### src/rtl/core/nfl_pkg.sv
// Package for the nearest-four light selector: sizes, command codes and the
// transaction structs passed between the sequencer, distance unit and sorter.
// No dependencies.
package nfl_pkg;

  localparam int MAX_LIGHTS    = 32;
  localparam int COORD_BITS    = 16;
  localparam int NEAREST_COUNT = 4;
  localparam int OUT_SLOTS     = 4;

  localparam int IDX_W  = $clog2(MAX_LIGHTS);
  localparam int CNT_W  = $clog2(MAX_LIGHTS) + 1;
  localparam int THR_W  = 6;
  localparam int POS_W  = 3 * COORD_BITS;
  localparam int SQ_W   = 2 * COORD_BITS;
  localparam int DIST_W = 2 * COORD_BITS + 2;

  localparam logic [IDX_W-1:0] NONE_INDEX    = IDX_W'(31);
  localparam logic [THR_W-1:0] THRESHOLD_RST = THR_W'(3);

  localparam logic [1:0] CMD_RESET   = 2'd0;
  localparam logic [1:0] CMD_ADD     = 2'd1;
  localparam logic [1:0] CMD_QUERY   = 2'd2;
  localparam logic [1:0] CMD_PUBLISH = 2'd3;

  typedef struct packed {
    logic             valid;
    logic [IDX_W-1:0] idx;
    logic [POS_W-1:0] pos;
  } read_t;

  typedef struct packed {
    logic              valid;
    logic [IDX_W-1:0]  idx;
    logic [DIST_W-1:0] sq_dist;
  } cand_t;

endpackage

### src/rtl/core/nfl_ram.sv
// Generic single-write, single-read RAM with registered read data.
// No dependencies.
module nfl_ram #(
  parameter int WIDTH = 8,
  parameter int DEPTH = 16
) (
  input  logic                     clk,
  input  logic                     wr_en,
  input  logic [$clog2(DEPTH)-1:0] wr_addr,
  input  logic [WIDTH-1:0]         wr_data,
  input  logic                     rd_en,
  input  logic [$clog2(DEPTH)-1:0] rd_addr,
  output logic [WIDTH-1:0]         rd_data
);

  logic [WIDTH-1:0] mem [DEPTH];

  always_ff @(posedge clk) begin
    if (wr_en) begin
      mem[wr_addr] <= wr_data;
    end
    if (rd_en) begin
      rd_data <= mem[rd_addr];
    end
  end

endmodule

### src/rtl/core/nfl_dist.sv
// Pipelined squared-distance unit: absolute differences, squares, sum.
// Depends on nfl_pkg.
module nfl_dist import nfl_pkg::*; (
  input  logic                  clk,
  input  logic                  rst,
  input  read_t                 rd,
  input  logic [COORD_BITS-1:0] q_x,
  input  logic [COORD_BITS-1:0] q_y,
  input  logic [COORD_BITS-1:0] q_z,
  output cand_t                 cand,
  output logic                  busy
);

  logic [COORD_BITS-1:0] q [3];
  logic [COORD_BITS-1:0] abs_next [3];
  logic [COORD_BITS-1:0] s1_abs [3];
  logic [SQ_W-1:0]       s2_sq [3];
  logic                  s1_valid, s2_valid;
  logic [IDX_W-1:0]      s1_idx, s2_idx;

  assign q[0] = q_x;
  assign q[1] = q_y;
  assign q[2] = q_z;

  always_comb begin
    logic [COORD_BITS-1:0] p;
    logic [COORD_BITS:0]   d;
    for (int i = 0; i < 3; i++) begin
      p = rd.pos[(3-i)*COORD_BITS-1 -: COORD_BITS];
      d = {p[COORD_BITS-1], p} - {q[i][COORD_BITS-1], q[i]};
      if (d[COORD_BITS]) begin
        d = -d;
      end
      abs_next[i] = d[COORD_BITS-1:0];
    end
  end

  always_ff @(posedge clk) begin
    if (rst) begin
      s1_valid   <= 1'b0;
      s2_valid   <= 1'b0;
      cand.valid <= 1'b0;
    end else begin
      s1_valid   <= rd.valid;
      s2_valid   <= s1_valid;
      cand.valid <= s2_valid;
    end
    s1_idx   <= rd.idx;
    s2_idx   <= s1_idx;
    cand.idx <= s2_idx;
    for (int i = 0; i < 3; i++) begin
      s1_abs[i] <= abs_next[i];
      s2_sq[i]  <= SQ_W'(s1_abs[i]) * SQ_W'(s1_abs[i]);
    end
    cand.sq_dist <= DIST_W'(s2_sq[0]) + DIST_W'(s2_sq[1]) + DIST_W'(s2_sq[2]);
  end

  assign busy = s1_valid || s2_valid || cand.valid;

endmodule

### src/rtl/core/nfl_top4.sv
// Sorted list of the nearest candidates, one insertion per cycle.
// Depends on nfl_pkg.
module nfl_top4 import nfl_pkg::*; (
  input  logic             clk,
  input  logic             rst,
  input  logic             clear,
  input  cand_t            cand,
  output logic [IDX_W-1:0] best [OUT_SLOTS]
);

  logic              lst_valid [OUT_SLOTS];
  logic [IDX_W-1:0]  lst_idx   [OUT_SLOTS];
  logic [DIST_W-1:0] lst_dist  [OUT_SLOTS];
  logic              lt        [OUT_SLOTS];

  always_comb begin
    for (int k = 0; k < OUT_SLOTS; k++) begin
      lt[k]   = (k < NEAREST_COUNT) && (!lst_valid[k] || (cand.sq_dist < lst_dist[k]));
      best[k] = lst_valid[k] ? lst_idx[k] : NONE_INDEX;
    end
  end

  always_ff @(posedge clk) begin
    if (rst || clear) begin
      for (int k = 0; k < OUT_SLOTS; k++) begin
        lst_valid[k] <= 1'b0;
      end
    end else if (cand.valid) begin
      for (int k = 0; k < OUT_SLOTS; k++) begin
        if (lt[k]) begin
          if (k == 0 || !lt[(k == 0) ? 0 : k-1]) begin
            lst_valid[k] <= 1'b1;
            lst_idx[k]   <= cand.idx;
            lst_dist[k]  <= cand.sq_dist;
          end else begin
            lst_valid[k] <= lst_valid[(k == 0) ? 0 : k-1];
            lst_idx[k]   <= lst_idx[(k == 0) ? 0 : k-1];
            lst_dist[k]  <= lst_dist[(k == 0) ? 0 : k-1];
          end
        end
      end
    end
  end

endmodule

### src/rtl/core/nearest_four_light_selector_top.sv
// Nearest-four light selector: light table, command sequencer and APB register.
// Depends on nfl_pkg, nfl_ram, nfl_dist and nfl_top4.
// A reset, add, publish or query with selection off is answered from idle; a query with
// selection on scans the stored lights, one read per cycle, and answers once drained.
// Throughput: one transaction at a time; the next is accepted as the result is taken.
// Reset: synchronous; clears light count, selection and threshold (to 3).
module nearest_four_light_selector_top import nfl_pkg::*; (
  input  logic        clk,
  input  logic        rst,
  input  logic        psel,
  input  logic        penable,
  input  logic        pwrite,
  input  logic [2:0]  paddr,
  input  logic [31:0] pwdata,
  output logic [31:0] prdata,
  output logic        pready,
  input  logic        in_valid,
  output logic        in_stall,
  input  logic [1:0]  command,
  input  logic        is_directional,
  input  logic signed [15:0] pos_x,
  input  logic signed [15:0] pos_y,
  input  logic signed [15:0] pos_z,
  output logic        out_valid,
  input  logic        out_stall,
  output logic [4:0]  nearest_0,
  output logic [4:0]  nearest_1,
  output logic [4:0]  nearest_2,
  output logic [4:0]  nearest_3,
  output logic        table_full
);

  localparam logic [1:0] ST_IDLE  = 2'd0;
  localparam logic [1:0] ST_SCAN  = 2'd1;
  localparam logic [1:0] ST_DRAIN = 2'd2;
  localparam logic [1:0] ST_DONE  = 2'd3;

  localparam logic REG_SPLIT_THRESHOLD = 1'b0;

  logic [1:0]            state;
  logic [THR_W-1:0]      split_threshold;
  logic [CNT_W-1:0]      light_count;
  logic [CNT_W-1:0]      cnt_inc;
  logic                  sel_en;
  logic [IDX_W-1:0]      scan_idx;
  logic [COORD_BITS-1:0] q_x, q_y, q_z;
  logic [IDX_W-1:0]      res [OUT_SLOTS];
  logic                  res_full;
  logic                  add_full;
  logic                  out_set;
  logic                  in_acc, out_free, cfg_wr;
  logic                  wr_en, rd_en;
  logic [IDX_W-1:0]      wr_addr;
  logic [POS_W-1:0]      rd_data;
  logic                  rd_valid;
  logic [IDX_W-1:0]      rd_idx;
  read_t                 rd;
  cand_t                 cand;
  logic                  dist_busy;
  logic [IDX_W-1:0]      best [OUT_SLOTS];
  logic                  top4_clear;

  assign pready   = 1'b1;
  assign cfg_wr   = psel && penable && pwrite && pready;
  assign prdata   = (paddr[2] == REG_SPLIT_THRESHOLD) ? 32'(split_threshold) : 32'd0;

  assign out_free = !out_valid || !out_stall;
  assign in_stall = (state != ST_IDLE) || !out_free;
  assign in_acc   = in_valid && !in_stall;

  assign cnt_inc  = light_count + CNT_W'(1);
  assign add_full = (command == CMD_ADD) && !is_directional &&
                    (light_count >= CNT_W'(MAX_LIGHTS - 1));
  assign wr_en    = in_acc && (command == CMD_ADD) &&
                    (is_directional || (light_count < CNT_W'(MAX_LIGHTS - 1)));
  assign wr_addr  = is_directional ? IDX_W'(0) : cnt_inc[IDX_W-1:0];
  assign rd_en    = (state == ST_SCAN);
  assign top4_clear = in_acc && (command == CMD_QUERY);
  assign out_set  = ((state == ST_IDLE) && in_acc && !((command == CMD_QUERY) && sel_en)) ||
                    ((state == ST_DONE) && out_free);

  nfl_ram #(.WIDTH(POS_W), .DEPTH(MAX_LIGHTS)) u_ram (
    .clk     (clk),
    .wr_en   (wr_en),
    .wr_addr (wr_addr),
    .wr_data ({pos_x[COORD_BITS-1:0], pos_y[COORD_BITS-1:0], pos_z[COORD_BITS-1:0]}),
    .rd_en   (rd_en),
    .rd_addr (scan_idx),
    .rd_data (rd_data)
  );

  assign rd = '{valid: rd_valid, idx: rd_idx, pos: rd_data};

  always_ff @(posedge clk) begin
    if (rst) begin
      rd_valid <= 1'b0;
    end else begin
      rd_valid <= rd_en;
    end
    rd_idx <= scan_idx;
  end

  nfl_dist u_dist (
    .clk  (clk),
    .rst  (rst),
    .rd   (rd),
    .q_x  (q_x),
    .q_y  (q_y),
    .q_z  (q_z),
    .cand (cand),
    .busy (dist_busy)
  );

  nfl_top4 u_top4 (
    .clk   (clk),
    .rst   (rst),
    .clear (top4_clear),
    .cand  (cand),
    .best  (best)
  );

  always_ff @(posedge clk) begin
    if (rst) begin
      split_threshold <= THRESHOLD_RST;
    end else if (cfg_wr && (paddr[2] == REG_SPLIT_THRESHOLD)) begin
      split_threshold <= pwdata[THR_W-1:0];
    end
  end

  always_ff @(posedge clk) begin
    if (rst) begin
      out_valid <= 1'b0;
    end else if (out_set) begin
      out_valid <= 1'b1;
    end else if (!out_stall) begin
      out_valid <= 1'b0;
    end
  end

  always_ff @(posedge clk) begin
    if (rst) begin
      state       <= ST_IDLE;
      light_count <= '0;
      sel_en      <= 1'b0;
    end else begin
      unique case (state)
        ST_IDLE: begin
          if (in_acc) begin
            if (command != CMD_QUERY) begin
              for (int k = 0; k < OUT_SLOTS; k++) begin
                res[k] <= '0;
              end
              res_full <= add_full;
            end
            unique case (command)
              CMD_RESET: begin
                light_count <= '0;
                sel_en      <= 1'b0;
              end
              CMD_ADD: begin
                if (!is_directional && (light_count < CNT_W'(MAX_LIGHTS - 1))) begin
                  light_count <= cnt_inc;
                end
              end
              CMD_PUBLISH: begin
                if (light_count >= CNT_W'(split_threshold)) begin
                  sel_en <= 1'b1;
                end
              end
              CMD_QUERY: begin
                if (sel_en) begin
                  q_x      <= pos_x[COORD_BITS-1:0];
                  q_y      <= pos_y[COORD_BITS-1:0];
                  q_z      <= pos_z[COORD_BITS-1:0];
                  scan_idx <= IDX_W'(1);
                  state    <= (light_count == '0) ? ST_DRAIN : ST_SCAN;
                end else begin
                  for (int k = 0; k < OUT_SLOTS; k++) begin
                    res[k] <= IDX_W'(k + 1);
                  end
                  res_full <= 1'b0;
                end
              end
            endcase
          end
        end
        ST_SCAN: begin
          if (CNT_W'(scan_idx) == light_count) begin
            state <= ST_DRAIN;
          end else begin
            scan_idx <= scan_idx + IDX_W'(1);
          end
        end
        ST_DRAIN: begin
          if (!rd.valid && !dist_busy) begin
            state <= ST_DONE;
          end
        end
        ST_DONE: begin
          if (out_free) begin
            for (int k = 0; k < OUT_SLOTS; k++) begin
              res[k] <= best[k];
            end
            res_full <= 1'b0;
            state    <= ST_IDLE;
          end
        end
        default: begin
          state <= ST_IDLE;
        end
      endcase
    end
  end

  assign nearest_0  = res[0];
  assign nearest_1  = res[1];
  assign nearest_2  = res[2];
  assign nearest_3  = res[3];
  assign table_full = res_full;

  a_count_cap: assert property (@(posedge clk) disable iff (rst)
    light_count <= CNT_W'(MAX_LIGHTS - 1))
    else $error("light count above capacity");

  a_scan_range: assert property (@(posedge clk) disable iff (rst)
    (state == ST_SCAN) |-> ((scan_idx != '0) && (CNT_W'(scan_idx) <= light_count)))
    else $error("scan index outside stored lights");

  a_query_start: assert property (@(posedge clk) disable iff (rst)
    (in_acc && (command == CMD_QUERY) && sel_en) |=> (state != ST_IDLE) && !out_valid)
    else $error("enabled query did not start a scan");

  a_drain_empty: assert property (@(posedge clk) disable iff (rst)
    (state == ST_DONE) |-> (!rd.valid && !dist_busy))
    else $error("result taken while distances still in flight");

endmodule

### config.mk
export PLATFORM = sky130hd
export DESIGN_NAME = nearest_four_light_selector_top
export DESIGN_NICKNAME = d
export VERILOG_FILES = /design/src/rtl/core/nfl_pkg.sv /design/src/rtl/core/nfl_ram.sv /design/src/rtl/core/nfl_dist.sv /design/src/rtl/core/nfl_top4.sv /design/src/rtl/core/nearest_four_light_selector_top.sv
export SDC_FILE = /design/constraint.sdc
export NUM_CORES = 2
export LEC_CHECK = 0
export ABC_AREA = 1
export CAP_MARGIN = 40
export CORE_MARGIN = 4
export CORE_UTILIZATION = 35
export DETAILED_ROUTE_END_ITERATION = 10
export DONT_BUFFER_PORTS = 1
export GPL_TIMING_DRIVEN = 1
export PLACE_DENSITY = 0.57
export SYNTH_ARGS = -nofsm -noshare
export SYNTH_HDL_FRONTEND = slang
export SYNTH_SLANG_ARGS = --single-unit
### constraint.sdc
create_clock -name clk -period 8.2 [get_ports clk]
set_clock_uncertainty 0.2 [all_clocks]
set_input_delay 1.64 -clock clk [delete_from_list [all_inputs] [get_ports clk]]
set_output_delay 1.64 -clock clk [all_outputs]
set_load 0.01 [all_outputs]
==> results.py <==
metrics = {
    "outcome": {
        "result_of_the_run": "finished clean",
    },
    "die": {
        "placement_rows": 203,
        "floorplan.initialDensity_pct": 35.3,
        "fp.dieArea_um2": 318000,
        "die-height_um": 564,
        "io_pins": 149,
        "die_width_um": 564,
        "core_area_um2": 307000,
    },
    "final_layout": {
        "post_route_cell_area_um2": 120000,
        "final-instance-count-excl-fill": 14300,
        "nets": 11200,
        "filler_cell_count": 29300,
        "syn2layout_area_growth_pct": 11.3,
        "fraction_of_final_layout_cells_with_drive_strength_greater_than_1_pct": 5.13,
    },
    "synth": {
        "ys_dominant_reg_cell": "edfxtp_1",
        "yosys.cell_types.count": 53,
        "syn-instance-count": 10200,
        "post-synth-top-area-fraction_pct": 50.3,
        "post_synth_mux_area_share_pct": 0,
        "synth_edf_count": 1812,
        "synth_seq_area_share_pct": 54.4,
        "post_synth_and_or_nand_nor_area_fraction_pct": 11.9,
        "register_bit_count_reported_by_yosys": 2033,
        "avgSynthCellArea_um2": 10.6,
        "synth_xor_xnor_area_share_pct": 1.77,
        "yosys.area.top_type": "edfxtp_1",
        "netlist_area_um2": 108000,
        "synth.cells.most_frequent": "edfxtp_1 (1812), nand2_1 (1493), inv_1 (1405)",
        "synth.most_common_cell": "edfxtp_1",
        "main_combinational_cell_family_by_area_after_synthesis": "adder cells",
        "yosys_warnings": 0,
        "synthesized_area_fraction_occupied_by_adder_cells_pct": 15.5,
        "ys_top_cells_by_area": "edfxtp_1 (50%), fa_1 (9.1%), ha_1 (6.4%)",
        "ys_async_sr_fraction_pct": 0,
        "synth_compound_gate_area_share_pct": 9.54,
    },
    "route": {
        "via_count": 73400,
        "vias_per_cell": 5.13,
        "drc": 0,
        "routed_wirelength_mm": 287,
        "drt-wirelength-per-cell_um": 20.1,
        "antenna_violating_nets_post_route": 0,
        "drt_first_pass_iters": 6,
        "drt_iter0_markers": 6716,
    },
    "timing": {
        "post-route-period-util_pct": 76.2,
        "timing.fmax_ghz": 0.160,
        "finalHoldViolCount": 0,
        "slew-limit-headroom_pct": 34.9,
        "setup_repair_after_global_routing_missed_its_margin": "no",
        "final_report_max_slew_violation_count": 0,
        "fin_hold_ws_ps": 120,
        "setup_total_negative_slack_ps": 0,
        "worst_slew_pin_slew_ps": 976,
        "period_minus_slack_ps": 6250,
        "setup_viol_count_final": 0,
    },
    "clocking": {
        "worst_skew_pair.late_latency_ps": 910,
        "clock_tree_from_tritoncts": "built",
        "cts.clk_slew.worst_paths_ps": 60,
        "cts_num_sinks": 2033,
        "cts_post_setup_buffers_inserted": 0,
        "cts_max_path_buffers": 4,
        "cts-hold-fix-buffers": 0,
        "postCtsResizedCells": 0,
        "clockRootBuffer": "clkbuf_16",
        "cts_inserted_buffers": 218,
        "clock_tree.htree_level_count": 4,
    },
    "worst_setup_path": {
        "setup.worst_path.class": "register to register",
        "worst_setup_path_start_kind": "register",
        "critical_path.endpoint_type": "register",
        "timing.critical_path.required_ps": 8720,
        "critical_path_peak_fanout": 17,
        "critical_path_arrival_ps": 6760,
    },
    "place": {
        "portBuffers": 0,
        "place.gp.congestion": 0.852,
        "placedInstanceArea_um2": 113000,
        "dp_hpwl_mm": 181,
        "place_inst": 13900,
    },
    "global_routing": {
        "grt_max_degree": 187,
        "grt_pass1_wl_mm": 439,
        "overflow": 0,
        "first_global_vias": 74100,
        "initial_antenna_violation_count": 5,
        "global_route.usage.total_pct": 17.7,
    },
    "worst_hold_path": {
        "hold_class": "register to register",
    },
    "job": {
        "timing.max_cap.violations": 0,
    },
}
-- placed cells by master (no fill, tap or decap), drive strengths merged, types with 21 or more instances in the layout --
master,Yosys,final
buf,139,117
bufinv,0,26
a31oi,25,25
inv,1410,1414
nor2,1125,1125
dfxtp,221,221
a21o,26,26
o211ai,63,63
clkinv,2,89
o21bai,21,21
clkbuf,352,274
fa,491,491
xnor2,65,65
nor3,43,43
o21ai,962,962
nand3,254,254
conb,2,27
nand4,198,198
o221ai,147,147
nand2,1507,1507
ha,554,554
edfxtp,1812,1812
xor2,150,150
a21oi,278,278
o22ai,241,241
-- cells by family (layout without fill, tap and decap cells) --
| group | count (synthesis) | after routing |
|---|---|---|
| AO/OA/AOI/OAI | 1805 | 1805 |
| adder cells (fa/ha/maj) | 1045 | 1045 |
| other | 2 | 29 |
| buffers and inverters | 1903 | 1931 |
| XOR/XNOR | 215 | 215 |
| AND/OR/NAND/NOR | 3151 | 3151 |
| flip-flops | 2033 | 2033 |
-- cell type report --
| type | instances | area (um2) | share of cell area, % |
|---|---|---|---|
| clock buffer | 274 | 5840 | 4.86 |
| tap | 4100 | 5130 | 4.26 |
| inverter | 1412 | 5320 | 4.42 |
| clock inverter | 128 | 1430 | 1.19 |
| timing repair buffer | 117 | 1510 | 1.26 |
| sequential | 2033 | 58800 | 48.9 |
| antenna | 2 | 5.00 | 0.00416 |
| multi-input combinational | 6243 | 42200 | 35.1 |
-- routing by layer --
metal  up-vias  track usage [%]  part of all wire [%]
li1      34200                -                     -
met1     36400             22.9                    42
met2      2301             30.6                    49
met3       460             2.77                   6.9
met4         0             4.88                   2.6
met5         -                0                     0
-- final timing paths --
kind	startpoint	endpoint	slack, ps	cells past startpoint
worst min register to register	u_dist.s2_idx[2]	u_dist.cand[36]	120	0
worst min-delay path	u_dist.s2_idx[2]	u_dist.cand[36]	120	0
worst max register to register	u_dist.s1_abs[0][18]	u_dist.s2_sq[0][56]	1950	23
worst max-delay path	u_dist.s1_abs[0][18]	u_dist.s2_sq[0][56]	1950	23
-- registers in the layout (all words and copies together), names as in the netlist, 20 cells and up --
name and flops:
u_top4.lst_idx 20, u_top4.lst_dist 136, u_ram.rd_data 48, u_dist.s2_sq 93, u_dist.s1_abs 48, u_ram.mem 1536
u_dist.cand 40, res 20
-- critical path, stage by stage (launching register included) --
cell and delay [ps]:
dfxtp_1 550, nand2_1 230, inv_1 80, fa_1 530
inv_1 50, fa_1 530, inv_1 50, fa_1 510
inv_1 60, fa_1 530, inv_1 50, fa_1 480
inv_1 50, fa_1 480, inv_1 40, ha_1 340
nand2_1 130, nor2_1 120, inv_1 40, o21ai_0 430
a21boi_0 260, nor2_1 140, nor2_1 60, xnor2_1 120
-- metrics by stage --
stage          setup slack (ps)  utilization [%]
4_1_cts                    1940             39.2
3_3_place_gp               1970             36.7
2_1_floorplan               898                -
6_report                   1950             39.2
3_5_place_dp               1970             36.9
5_1_grt                    1480             39.2
Power is left out: the tool's default activity adds up to more than one toggle a clock period on the data nets, which glitch-free logic cannot reach.
